--- config.mk ---
export PLATFORM = sky130hd
export DESIGN_NAME = lqwc_queue
export DESIGN_NICKNAME = d
export VERILOG_FILES = /design/src/rtl/lqwc_pkg.sv /design/src/rtl/lqwc_queue.sv
export SDC_FILE = /design/constraint.sdc
export NUM_CORES = 1
export LEC_CHECK = 0
export ABC_AREA = 0
export BUFFER_PORTS_ARGS = -buffer_cell sky130_fd_sc_hd__buf_4
export CORE_ASPECT_RATIO = 1.4
export CORE_UTILIZATION = 50
export CTS_CLUSTER_DIAMETER = 100
export DETAILED_ROUTE_END_ITERATION = 12
export GPL_ROUTABILITY_DRIVEN = 1
export GPL_TIMING_DRIVEN = 0
export PLACE_DENSITY = 0.73
export SETUP_SLACK_MARGIN = 0.4
export SYNTH_ARGS = -nofsm -noshare
export SYNTH_HDL_FRONTEND = slang
export SYNTH_SLANG_ARGS = --single-unit
--- constraint.sdc ---
create_clock -name clk -period 1.2 [get_ports clk]
set_input_delay 0.12 -clock clk [delete_from_list [all_inputs] [get_ports clk]]
set_output_delay 0.12 -clock clk [all_outputs]
set_load 0.02 [all_outputs]
--- src/rtl/lqwc_pkg.sv ---
// Shared types and constants for the link quality window counter.
`default_nettype none

package lqwc_pkg;

	localparam int MOTOR_IDX_W = 3;
	localparam int BUCKET_IDX_W = 4;
	localparam int TIME_W = 32;
	localparam int CNT_W = 16;

	localparam int DEF_MOTOR_COUNT = 8;
	localparam int DEF_BUCKET_MS = 100;
	localparam int DEF_BUCKET_COUNT = 10;

	localparam int QUEUE_DEPTH = 4;
	localparam int FRONT_STAGES = 3;
	// Front stages, queue entries, the read stage and the output register.
	localparam int INFLIGHT_MAX = FRONT_STAGES + QUEUE_DEPTH + 2;

	typedef struct packed {
		logic                    in_range;
		logic [MOTOR_IDX_W-1:0]  motor;
		logic                    pkt_valid;
		logic [BUCKET_IDX_W-1:0] bucket;
	} lqwc_item_t;

	typedef struct packed {
		logic [CNT_W-1:0] invalid;
		logic [CNT_W-1:0] packets;
	} lqwc_cnt_t;

endpackage

`default_nettype wire

--- src/rtl/lqwc_queue.sv ---
// Short queue that decouples the front part from the back part.
`default_nettype none

module lqwc_queue import lqwc_pkg::*; (
	input  wire logic        clk,
	input  wire logic        arst_n,
	input  wire logic        push,
	input  lqwc_item_t       push_item,
	output logic             full,
	input  wire logic        pop,
	output lqwc_item_t       head_item,
	output logic             head_valid
);

	localparam int PTR_W = $clog2(QUEUE_DEPTH);
	localparam int CNT_QW = $clog2(QUEUE_DEPTH + 1);

	lqwc_item_t slot_q [QUEUE_DEPTH];
	logic [PTR_W-1:0] wr_ptr_q, rd_ptr_q;
	logic [CNT_QW-1:0] count_q;

	assign full = (count_q == CNT_QW'(QUEUE_DEPTH));
	assign head_valid = (count_q != '0);
	assign head_item = slot_q[rd_ptr_q];

	always_ff @(posedge clk or negedge arst_n) begin
		if (!arst_n) begin
			wr_ptr_q <= '0;
			rd_ptr_q <= '0;
			count_q <= '0;
		end else begin
			if (push) begin
				wr_ptr_q <= (wr_ptr_q == PTR_W'(QUEUE_DEPTH - 1)) ? '0 : wr_ptr_q + PTR_W'(1);
			end
			if (pop) begin
				rd_ptr_q <= (rd_ptr_q == PTR_W'(QUEUE_DEPTH - 1)) ? '0 : rd_ptr_q + PTR_W'(1);
			end
			if (push && !pop) begin
				count_q <= count_q + CNT_QW'(1);
			end else if (pop && !push) begin
				count_q <= count_q - CNT_QW'(1);
			end
		end
	end

	always_ff @(posedge clk) begin
		if (push) begin
			slot_q[wr_ptr_q] <= push_item;
		end
	end

endmodule

`default_nettype wire

# Yosys cells after proc, flatten, opt, wreduce, memory -nomap -nowiden
# Memories as Yosys holds them, arrays and structs flattened.
# Cells that the tools add are included.
[word_totals]
inputBits = 13
n_memories = 1
output_inout_bits = 11
mem_bits_rw = 36
register_bits = 7
wordCells = 23
[mem_list]
columns = ["name", "words", "word_bits", "read_ports", "rd_ports_with_merged_regs", "wr", "line", "rtl"]
rows = [
  ["slot_q", 4, 9, 1, 0, 1, "lqwc_queue.sv:18", "lqwc_item_t slot_q [QUEUE_DEPTH];"],
]
[op_classes]
addsub = 4
n_eq_ne = 3
mux = 6
n_reduce_logical = 6
[op_table]
columns = ["op", "count"]
rows = [
  ["$mux 3", 2],
  ["$add 2x1->2 const B", 2],
  ["$eq 2x2->1 const B", 2],
  ["$mux 2", 2],
  ["$add 3x1->3 const B", 1],
  ["$eq 3x3->1 const B", 1],
  ["$reduce_bool 3->1", 1],
  ["$sub 3x1->3 const B", 1],
  ["$logic_and 1x1->1", 2],
  ["$logic_not 1->1", 2],
  ["$mux 1", 2],
  ["$reduce_bool 2->1", 1],
]

# Depth between registers and ports, before layout
[depth]
word_depth = 4
ltp_mapped = 7
mapped_depth_nobuf = 7

# Worst setup path before layout
# No wires, ideal clock.
[synth_path]
kind = "reg2reg"
start = "reg count_q[0]"
end = "reg count_q[2]"
slack_ns = -0.092
setup_time_ns = 0.079
arrival_time_ns = 1.213
stages_incl_launch_ff = 5
required_time_ns = 1.121
n_path_buf = 0
synth_period_minus_slack_ns = 1.292
path_cell_list = "dfrtp_1 -> fa_1 -> xor2_1 -> nor2_1 -> xor2_1"
[synth_between]
elab_chain_cells = 3
elab_cells_between_ends = 4
cone_classes = "add/sub (2); mux (2)"
[synth_lines]
columns = ["element", "line", "rtl"]
rows = [
  ["start: declaration", "lqwc_queue.sv:20", "logic [CNT_QW-1:0] count_q;"],
  ["start signal: assignment", "lqwc_queue.sv:39", "count_q <= count_q + CNT_QW'(1);"],
  ["start signal: assignment", "lqwc_queue.sv:41", "count_q <= count_q - CNT_QW'(1);"],
  ["$sub 3x1->3", "lqwc_queue.sv:41", ""],
  ["$mux 3", "lqwc_queue.sv:40", "end else if (pop && !push) begin"],
  ["$mux 3 *", "lqwc_queue.sv:38", "if (push && !pop) begin"],
]
# Every way passes the cells marked *; elsewhere a longest branch is shown, timed or not. The select of a mux whose other input is x is not followed.
# A chain may end at the register's enable or synchronous reset.

==> results.toml <==
[run]
maxCapViolCount = 0

[synthesis]
synth-seq-cells = 43
yosys_warnings = 0
yosysMostFrequentCell = "edfxtp_1"
synth_top_family_by_area = "multiplexers"
synthMuxAreaShare_pct = 13.35
yosys.area_share.xor_xnor_pct = 1.532
synthesis.nets = 104
yosysSeqAreaShare_pct = 73.23
syn_area_sq_um = 1715
synth_fa_ha_area_share_pct = 5.543
synth.distinct_cells = 20
yosysTopAreaCell = "edfxtp_1"
avgSynthCellArea_sq_um = 20.42
synthTopCellsByArea = "edfxtp_1 (63%), mux4_2 (11%), dfrtp_1 (10%)"
syn_inst = 84
synthFlopType = "edfxtp_1"
synthTopCellsByCount = "edfxtp_1 (36), mux4_2 (8), dfrtp_1 (7)"
yosysTopAreaCellShare_pct = 63.02
synth-simple-area-share_pct = 3.428
synthArstFlopShare_pct = 16.28
synth_edf_count = 36
synth-compound-area-share_pct = 1.094

[routing]
drt-pass1-iter-count = 4
vias = 975
drtAntennaViolNets = 0
routed_wl_microns = 3374
via_per_inst = 5.571
drt_iter0_drc = 30
drc_errors = 0
wl_per_cell_microns = 19.28

[worst_setup_path]
startpoint_type = "register"
crit_arrival_ns = 1.56
cp_max_fo = 4
crit_path_end_kind = "output port"
path_class = "reg2out"
required_ns = 1.08

[sta]
relSlewSlack_pct = 83.62
grt_setup_unrepaired = "yes"
timing.final.crit_share_pct = 139.8
fin_ws_ns = -0.4774
setup_viol = 14
max_freq_mhz = 596.2
finClkSkew_ns = 0.004224
worst_pin_slew_ns = 0.2456
hold_viol = 0
finalMaxSlewViolations = 0
setup_tns_ns = -4.704
period_minus_slack_ns = 1.677

[final_layout]
drive_above_1_share_pct = 63.97
area_delta_synth_final_pct = 40.41
fill_cells = 197
fin_nets = 155
antenna_cells = 0
finish.instance_area_sq_um = 2409

[place]
dp_hpwl_microns = 1861
gp_congestion = 0.6466
dpl-instance-area_sq_um = 1999
port_buffers = 23

[clock_tree]
clock-sinks = 43
cts_htree_levels = 2
cts_buffers = 5
tritoncts = "done"
clk_latency_ns = 0.30
root_buffer = "clkbuf_8"
clkTransAtPathRegs_ns = 0.08
clockBufferDepth = 2

[die]
fp-row-count = 24
die_area_sq_um = 3673
die_y_microns = 71.31
initial_core_util_pct = 53.89
fp.dieW_microns = 51.51
fp.coreArea_sq_um = 3183
io_pins = 24

[grt]
grt_max_degree = 14
grt_usage_pct = 20.66
antenna_found_initial = 0
grt_pass1_vias = 1060
grt_first_pass_wirelength_microns = 5092
gr-total-overflow = 0

[run_status]
outcome = "complete, but fails checks"
violations = "negative setup slack"

[hold_path]
hold_path.class = "in2reg"

[power_and_ir_drop]
pwr_density_cell_nw_per_um2 = 2427
peakVddDrop_uv = 1704
p_leak_nw = 0.9060
==> area by class of cell <==
type / instances / area [sq um] / area share, %
Multi-Input combinational cell: 39 / 573.1 / 23.79
Clock buffer: 8 / 100.1 / 4.156
Timing Repair Buffer: 40 / 387.9 / 16.10
Tap cell: 39 / 48.80 / 2.026
Buffer: 2 / 20.02 / 0.8312
Inverter: 4 / 17.52 / 0.7273
Sequential cell: 43 / 1261 / 52.36
==> metrics by stage <==
stage	hold WS, ns	total power, mW	setup slack [ns]	utilization (%)	cells
2_1_floorplan	-0.1756	3.325	-0.03322	-	84
3_3_place_gp	-0.06399	3.840	-0.2027	62.81	146
3_5_place_dp	-0.05915	3.927	-0.2339	62.81	146
4_1_cts	0.01870	5.588	-0.4834	73.35	172
5_1_grt	0.01379	6.118	-0.5159	75.67	175
6_report	0.01897	5.847	-0.4774	75.67	175
==> path summary, 6_finish.rpt <==
check	slack [ns]	cells after the start	start	to
worst max-delay path	-0.48	3	rd_ptr_q[0]	head_item[1]
worst min-delay path	0.02	1	push_item[3]	slot_q[1][3]
worst max register to register	-0.12	4	count_q[1]	count_q[2]
worst min register to register	0.49	1	count_q[2]	count_q[2]
max in group asynchronous	0.88	2	arst_n	wr_ptr_q[0]
min in group asynchronous	0.17	2	arst_n	count_q[2]
==> placed cells by master (no fill, tap or decap), drive strengths merged, types with 2 or more instances in the layout <==
cell type   n
inv         4
nor2        2
xor2        2
mux2        2
dfrtp       7
clkbuf      9
o21ai       2
edfxtp     36
buf        40
mux4        9
nand2       2
ha          6
and2        8
==> power by group <==
part	internal [mW]	total (mW)	switching, mW
Clock	0.525	0.995	0.470
Sequential	1.97	2.17	0.203
Combinational	1.54	2.68	1.15
==> logic make-up (layout without fill, tap and decap cells) <==
kind of cell    Yosys count  after routing
flops                    43             43
mux                      11             11
simple gates             11             15
fa+ha+maj                 7              7
buf+inv                   6             54
compound gates            3              3
xor+xnor                  3              3
==> repair_timing <==
item                                    in CTS  in global routing
gates cloned                                 4                  1
gates resized for setup                     28                 10
pin swaps                                    6                  3
endpoints found under the setup margin      53                 54
hold buffers                                 1                  0
buffers inserted                            13                  2
hold endpoints to repair                     7                  0
==> metal layers <==
layer | global-route usage [%] | vias to the layer above | wire (microns)
li1 | - | 429 | -
met1 | 20.81 | 496 | 1170
met2 | 36.08 | 37 | 1910
met3 | 7.643 | 13 | 180
met4 | 10.81 | 0 | 113
met5 | 0 | - | 0
==> critical path: stages, from the launching register on <==
cell	delay [ns]
dfrtp_2	0.44
clkbuf_16	0.17
mux4_2	0.50
buf_6	0.15
==> flip-flops by register name, indices dropped and copies added (netlist names) <==
signal and cells:
slot_q 36, rd_ptr_q 2, count_q 3, wr_ptr_q 2
Power figures use the tool's default switching activity.
