$ cat config.mk
export PLATFORM = sky130hd
export DESIGN_NAME = lqwc_back
export DESIGN_NICKNAME = d
export VERILOG_FILES = /design/src/rtl/lqwc_pkg.sv /design/src/rtl/lqwc_back.sv
export SDC_FILE = /design/constraint.sdc
export NUM_CORES = 2
export LEC_CHECK = 0
export BUFFER_PORTS_ARGS = -buffer_cell sky130_fd_sc_hd__buf_2
export CORE_ASPECT_RATIO = 1.4
export CORE_MARGIN = 2
export CORE_UTILIZATION = 30
export CTS_CLUSTER_SIZE = 10
export DETAILED_ROUTE_END_ITERATION = 10
export GPL_ROUTABILITY_DRIVEN = 0
export GPL_TIMING_DRIVEN = 0
export MAX_ROUTING_LAYER = met4
export SLEW_MARGIN = 15
export SYNTH_ARGS = -nofsm -noshare
export SYNTH_HDL_FRONTEND = slang
export SYNTH_SLANG_ARGS = --single-unit
export TNS_END_PERCENT = 100
$ cat constraint.sdc
create_clock -name clk -period 22.6 [get_ports clk]
set_clock_uncertainty 0.2 [all_clocks]
set_input_delay 3.39 -clock clk [delete_from_list [all_inputs] [get_ports clk]]
set_output_delay 3.39 -clock clk [all_outputs]
set_load 0.05 [all_outputs]
$ cat src/rtl/lqwc_pkg.sv
// Shared types and constants for the link quality window counter.
`default_nettype none

package lqwc_pkg;

	localparam int MOTOR_IDX_W = 3;
	localparam int BUCKET_IDX_W = 4;
	localparam int TIME_W = 32;
	localparam int CNT_W = 16;

	localparam int DEF_MOTOR_COUNT = 8;
	localparam int DEF_BUCKET_MS = 100;
	localparam int DEF_BUCKET_COUNT = 10;

	localparam int QUEUE_DEPTH = 4;
	localparam int FRONT_STAGES = 3;
	// Front stages, queue entries, the read stage and the output register.
	localparam int INFLIGHT_MAX = FRONT_STAGES + QUEUE_DEPTH + 2;

	typedef struct packed {
		logic                    in_range;
		logic [MOTOR_IDX_W-1:0]  motor;
		logic                    pkt_valid;
		logic [BUCKET_IDX_W-1:0] bucket;
	} lqwc_item_t;

	typedef struct packed {
		logic [CNT_W-1:0] invalid;
		logic [CNT_W-1:0] packets;
	} lqwc_cnt_t;

endpackage

`default_nettype wire

$ cat src/rtl/lqwc_back.sv
// Back part: read-modify-write of the bucket memory and per-motor sums, and the result register.
`default_nettype none

module lqwc_back import lqwc_pkg::*; #(
	parameter int MOTOR_COUNT = DEF_MOTOR_COUNT,
	parameter int BUCKET_COUNT = DEF_BUCKET_COUNT
) (
	input  wire logic         clk,
	input  wire logic         arst_n,
	input  lqwc_item_t        head_item,
	input  wire logic         head_valid,
	output logic              pop,
	output logic              out_valid,
	input  wire logic         out_ready,
	output lqwc_cnt_t         out_cnt
);

	localparam int MOTOR_W = (MOTOR_COUNT > 8) ? MOTOR_IDX_W :
		((MOTOR_COUNT > 1) ? $clog2(MOTOR_COUNT) : 1);
	localparam int BKT_W = $clog2(BUCKET_COUNT);
	localparam int ADDR_W = MOTOR_W + BKT_W;
	localparam int MEM_DEPTH = 2 ** ADDR_W;

	lqwc_cnt_t mem [MEM_DEPTH];
	logic [MEM_DEPTH-1:0] ent_vld_q;
	logic [BKT_W-1:0] last_q [MOTOR_COUNT];
	lqwc_cnt_t sum_q [MOTOR_COUNT];

	logic vld_s1;
	lqwc_item_t item_s1;
	lqwc_cnt_t rd_s1;
	logic ent_vld_s1;
	logic fwd_s1;
	lqwc_cnt_t fwd_data_s1;

	logic out_valid_q;
	lqwc_cnt_t out_q;

	logic done;
	logic we;
	logic [ADDR_W-1:0] raddr, waddr;
	logic [MOTOR_W-1:0] m_s1;
	logic change;
	logic [CNT_W-1:0] inc_inv;
	lqwc_cnt_t old, base, sum_base, new_ent, new_sum;

	assign done = vld_s1 && (!out_valid_q || out_ready);
	assign pop = head_valid && (!vld_s1 || done);
	assign we = done && item_s1.in_range;
	assign raddr = {head_item.motor[MOTOR_W-1:0], head_item.bucket[BKT_W-1:0]};
	assign waddr = {item_s1.motor[MOTOR_W-1:0], item_s1.bucket[BKT_W-1:0]};
	assign m_s1 = item_s1.motor[MOTOR_W-1:0];

	// A word that follows one to the same motor and bucket takes the freshly written counts.
	always_comb begin
		old = fwd_s1 ? fwd_data_s1 : (ent_vld_s1 ? rd_s1 : '0);
		change = (item_s1.bucket[BKT_W-1:0] != last_q[m_s1]);
		inc_inv = {{(CNT_W-1){1'b0}}, ~item_s1.pkt_valid};
		base = change ? '0 : old;
		sum_base.packets = change ? sum_q[m_s1].packets - old.packets : sum_q[m_s1].packets;
		sum_base.invalid = change ? sum_q[m_s1].invalid - old.invalid : sum_q[m_s1].invalid;
		new_ent.packets = base.packets + CNT_W'(1);
		new_ent.invalid = base.invalid + inc_inv;
		new_sum.packets = sum_base.packets + CNT_W'(1);
		new_sum.invalid = sum_base.invalid + inc_inv;
	end

	always_ff @(posedge clk) begin
		if (we) begin
			mem[waddr] <= new_ent;
		end
		if (pop) begin
			rd_s1 <= mem[raddr];
		end
	end

	always_ff @(posedge clk or negedge arst_n) begin
		if (!arst_n) begin
			vld_s1 <= 1'b0;
			ent_vld_s1 <= 1'b0;
			fwd_s1 <= 1'b0;
			ent_vld_q <= '0;
			out_valid_q <= 1'b0;
			for (int i = 0; i < MOTOR_COUNT; i++) begin
				last_q[i] <= '0;
				sum_q[i] <= '0;
			end
		end else begin
			if (pop) begin
				vld_s1 <= 1'b1;
				ent_vld_s1 <= ent_vld_q[raddr];
				fwd_s1 <= we && (waddr == raddr);
			end else if (done) begin
				vld_s1 <= 1'b0;
			end
			if (we) begin
				ent_vld_q[waddr] <= 1'b1;
				last_q[m_s1] <= item_s1.bucket[BKT_W-1:0];
				sum_q[m_s1] <= new_sum;
			end
			if (done) begin
				out_valid_q <= 1'b1;
			end else if (out_ready) begin
				out_valid_q <= 1'b0;
			end
		end
	end

	always_ff @(posedge clk) begin
		if (pop) begin
			item_s1 <= head_item;
			fwd_data_s1 <= new_ent;
		end
		if (done) begin
			out_q <= item_s1.in_range ? new_sum : '0;
		end
	end

	assign out_valid = out_valid_q;
	assign out_cnt = out_q;

endmodule

`default_nettype wire

# Yosys cells after proc, flatten, opt, wreduce, memory -nomap -nowiden
# Memory sizes are Yosys's and may differ from the RTL's. A register that Yosys moved wholly into a read port is not among the register bits.
# Index checks and enable logic that the tools add are counted.
# totals
reg_bits,493
latchBits,0
ram_bits,4096
romBits,0
inputBits,13
output_inout_bits,34
wordCells,93
memories,1
# op_classes
add_sub_neg,6
mul,0
n_div,0
magnitude_cmp,5
n_eq_ne,2
shifts,0
n_mux,27
bitwise_logic,3
n_reduce_logical,12
# memory_table
memory,depth,width,read_ports,rd_ports_with_merged_regs,write_ports,line_no,rtl
mem,128,32,1,1,1,lqwc_back.sv:24,lqwc_cnt_t mem [MEM_DEPTH];
# op_table
operator,n
256-bit bitwise mux,1
32-bit two-way mux,6
128-bit bitwise OR,1
32-bit binary-select mux with 3-bit select,1
32-bit demux with 3-bit select,1
16-bit by 1-bit adder with 16-bit output,2
16-bit by 1-bit adder with 16-bit output (second input constant),2
32-bit bitwise mux,1
16-bit two-way mux,2
16-bit subtractor,2
7-bit by 8-bit less-than comparator with 1-bit output (second input constant),2
4-bit binary-select mux with 3-bit select,1
4-bit demux with 3-bit select,1
4-bit two-way mux,3
1-bit two-way mux,8
1-bit binary-select mux with 7-bit select,1
1-bit demux with 7-bit select,1
7-bit == test,1
7-bit by 1-bit greater-or-equal comparator with 1-bit output (second input constant),1
1-bit logical AND,6
4-bit greater-or-equal comparator (second input constant),1
4-bit by 1-bit less-than comparator with 1-bit output (second input constant),1
4-bit != test,1
3-bit NOT with 4-bit output,1
4 further kinds,7

# Logic depth before layout (Yosys ltp)
# depth
ltp_word,8
depth_mapped,21
mapped_depth_nobuf,17

# Worst setup path before layout
# Ideal clock, no wire load.
# synth_path
kind,in2out
startpoint,in out_ready
endpoint,out pop
arrival_time_ns,5.406
t_required_ns,19.010
setup_slack_ns,13.604
path_stages,3
path_buffers,0
cell_sequence,nand2b_1 o21ai_0 inv_1
# synth_via
elab_chain_cells,4
# synth_rtl
item,line_no,rtl
"start, declared",lqwc_back.sv:14,"input wire logic out_ready,"
1-bit logical OR,lqwc_back.sv:47,assign done = vld_s1 && (!out_valid_q || out_ready);
1-bit logical AND,lqwc_back.sv:47,
1-bit logical OR,lqwc_back.sv:48,assign pop = head_valid && (!vld_s1 || done);
1-bit logical AND,lqwc_back.sv:48,
"end, declared",lqwc_back.sv:12,"output logic pop,"
# No other way between the ends.

# Worst setup path after layout
# Ends and elaborated chain as after synthesis.

==> flow_metrics.py <==
metrics = {
    "status": {
        "outcome": "completed",
    },
    "die": {
        "die_width_um": 660,
        "start_util_pct": 30.1,
        "pin_count": 47,
        "core_area_mm2": 0.601,
        "fp.dieH_um": 922,
        "die_area_mm2": 0.609,
        "std_cell_rows": 337,
    },
    "synth": {
        "synth.avg_cell_area_um2": 22.4,
        "synth_top_flop_cell": "edfxtp_1",
        "syn_area_mm2": 0.181,
        "synth_edf_count": 4201,
        "yosys-top-cells-count": "edfxtp_1 (4,201), mux4_2 (1,409), dfrtp_1 (420), nand2_1 (321), clkbuf_1 (292)",
        "yosysMostFrequentCell": "edfxtp_1",
        "yosys_warnings": 0,
        "syn_inst": 8063,
        "async_flop_share_pct": 9.09,
        "synth.largest_area_cell": "edfxtp_1",
        "syn-num-nets": 8114,
        "synthTopCellsByArea": "edfxtp_1 (70%), mux4_2 (18%), dfrtp_1 (5.8%), mux2_2 (1.4%), nand2_1 (0.67%)",
        "ys_seq_elements": 4621,
        "synth_top_area_share_pct": 69.8,
        "synth_seq_area_share_pct": 75.6,
        "synth_cell_types": 75,
    },
    "sta": {
        "worst_slew_pin_slew_ns": 1.40,
        "relSlewSlack_pct": 6.78,
        "setup_violations": 0,
        "slew_viol_final": 0,
        "max_freq_mhz": 117,
        "timing.final.crit_period_ns": 8.56,
        "whs_ns": 0.262,
        "finalWorstSetupSlack_ns": 14.04,
        "tns_ns": 0,
        "period_share_pct": 37.9,
        "rsz0062_at_grt": "false",
        "hold_viol": 0,
    },
    "worst_setup_path": {
        "start_kind": "input pin",
        "worst_ep_arrival_time_ns": 4.97,
        "crit_required_ns": 19.01,
        "end_kind": "primary output",
        "crit_type": "in2out",
        "path_max_fanout": 7,
    },
    "global_route": {
        "grt_pass1_vias": 93300,
        "grt-ovfl-total": 0,
        "grt_use_total_pct": 17.1,
        "grt_pass1_wl_um": 714000,
        "antenna_found_initial": 62,
        "grt_max_degree": 113,
    },
    "worst_hold_path": {
        "min_path_type": "reg2reg",
    },
    "drt": {
        "wl_um": 516000,
        "drtAntennaViolNets": 0,
        "drc": 0,
        "post_drt_via_cell_ratio": 5.19,
        "drtPass1Iterations": 8,
        "routedWlPerCell_um": 30.0,
        "num_vias": 89200,
        "drt_iter0_drc": 10800,
    },
    "placed_design": {
        "placed_area_mm2": 0.198,
        "io_buffers": 46,
        "hpwl_um": 366000,
        "pre_cts_ws_ns": 14.11,
    },
    "cells_and_area": {
        "syn_to_final_growth_pct": 18.1,
        "drive_above_1_share_pct": 33.4,
        "fin_area_mm2": 0.213,
        "nNetsFinal": 9026,
        "fill_cells": 54500,
    },
    "clock_network": {
        "cts_root_buf": "clkbuf_16",
        "htreeDepth": 6,
        "hold_buffers": 0,
        "post_cts_buffers": 0,
        "numCtsBuffers": 537,
        "cts.path.max_buffers": 4,
        "clock_latency_ns": 0.97,
        "cts-resized-gates": 0,
        "cts_tree": "yes",
        "cts.clk_slew.worst_paths_ns": 0.06,
        "clock_sinks": 4621,
    },
    "power_and_ir_drop": {
        "p_leak_nw": 76.6,
        "peakVddDrop_uv": 59.5,
        "power-per-cell-area_mw_per_mm2": 90.1,
    },
    "job": {
        "cap_violations": 0,
    },
}
==> stage by stage <==
stage / total power [mW] / std cells / util, %
final: 19.2 / 17200 / 35.5
after floorplan: 10.9 / 8063 / -
after global routing: 19.7 / 17200 / 35.5
after global placement: 11.6 / 16100 / 31.8
after detailed placement: 11.7 / 16400 / 33.0
after CTS: 19.3 / 17100 / 35.5
==> power by group <==
| group | switching (mW) | internal (mW) |
|---|---|---|
| clock network | 3.24 | 4.43 |
| logic | 1.21 | 0.678 |
| registers | 0.143 | 9.52 |
| total | 4.60 | 14.6 |
==> cells in the final DEF, fill, tap and decap left out, types with 133 or more instances in the layout <==
cell type	synthesis	layout
clkbuf_16	0	557
dfrtp_1	420	420
mux4_2	1409	1409
mux2_2	225	225
or2_2	135	135
nor2_4	0	133
nand2_1	321	321
clkbuf_1	292	330
edfxtp_1	4201	4201
buf_12	0	187
==> critical path: stages <==
cell      delay [ns]
buf_2           0.09
nand2b_1        0.20
o21ai_1         0.78
inv_4           0.22
buf_2           0.29
==> per-layer routing <==
layer	vias up	global-route usage [%]	wire, um
li1	35500	-	-
met1	48200	18.0	173000
met2	4333	29.8	270000
met3	1187	2.95	37200
met4	0	10.3	36000
met5	-	-	0
==> kinds of logic after synthesis <==
group | synth area share, %
xor gates and xnor gates | 0.455
buffers and inverters | 1.03
AOI/OAI and AO/OA | 1.14
adders and majority gates | 0.271
muxes | 19.2
and+or+nand+nor | 2.27
DFF | 75.6
==> flip-flops by register name, summed over array words and instances, names as in the netlist <==
name	count
ent_vld_s1	1
out_cnt	32
fwd_data_s1	32
fwd_s1	1
out_valid	1
vld_s1	1
ent_vld_q	128
sum_q	256
item_s1	6
rd_s1	32
mem	4096
last_q	32
m_s1	3
==> area by class of cell <==
type                       instances  area, um2  area share [%]
antenna                          110        275           0.129
buffer                           434       1840           0.860
clock buffer                     648      14300            6.68
clock inverter                    36        492           0.230
inverter                          32        123          0.0575
multi-input combinational       2976      43400            20.4
sequential                      4621     137000            64.0
tap                             7966       9970            4.67
timing repair buffer             373       6320            2.96
==> path summary, 6_finish.rpt <==
kind                                start             end  slack, ns  cells past startpoint
max                             out_ready             pop      14.04                      5
min                        ent_vld_q[103]  ent_vld_q[103]       0.26                      1
max reg2reg                       m_s1[2]      sum_q[120]      15.42                     20
min reg2reg                ent_vld_q[103]  ent_vld_q[103]       0.26                      1
max in group asynchronous          arst_n       sum_q[87]      18.80                      3
min in group asynchronous          arst_n      sum_q[225]       2.05                      1
Power figures use the tool's default switching activity.
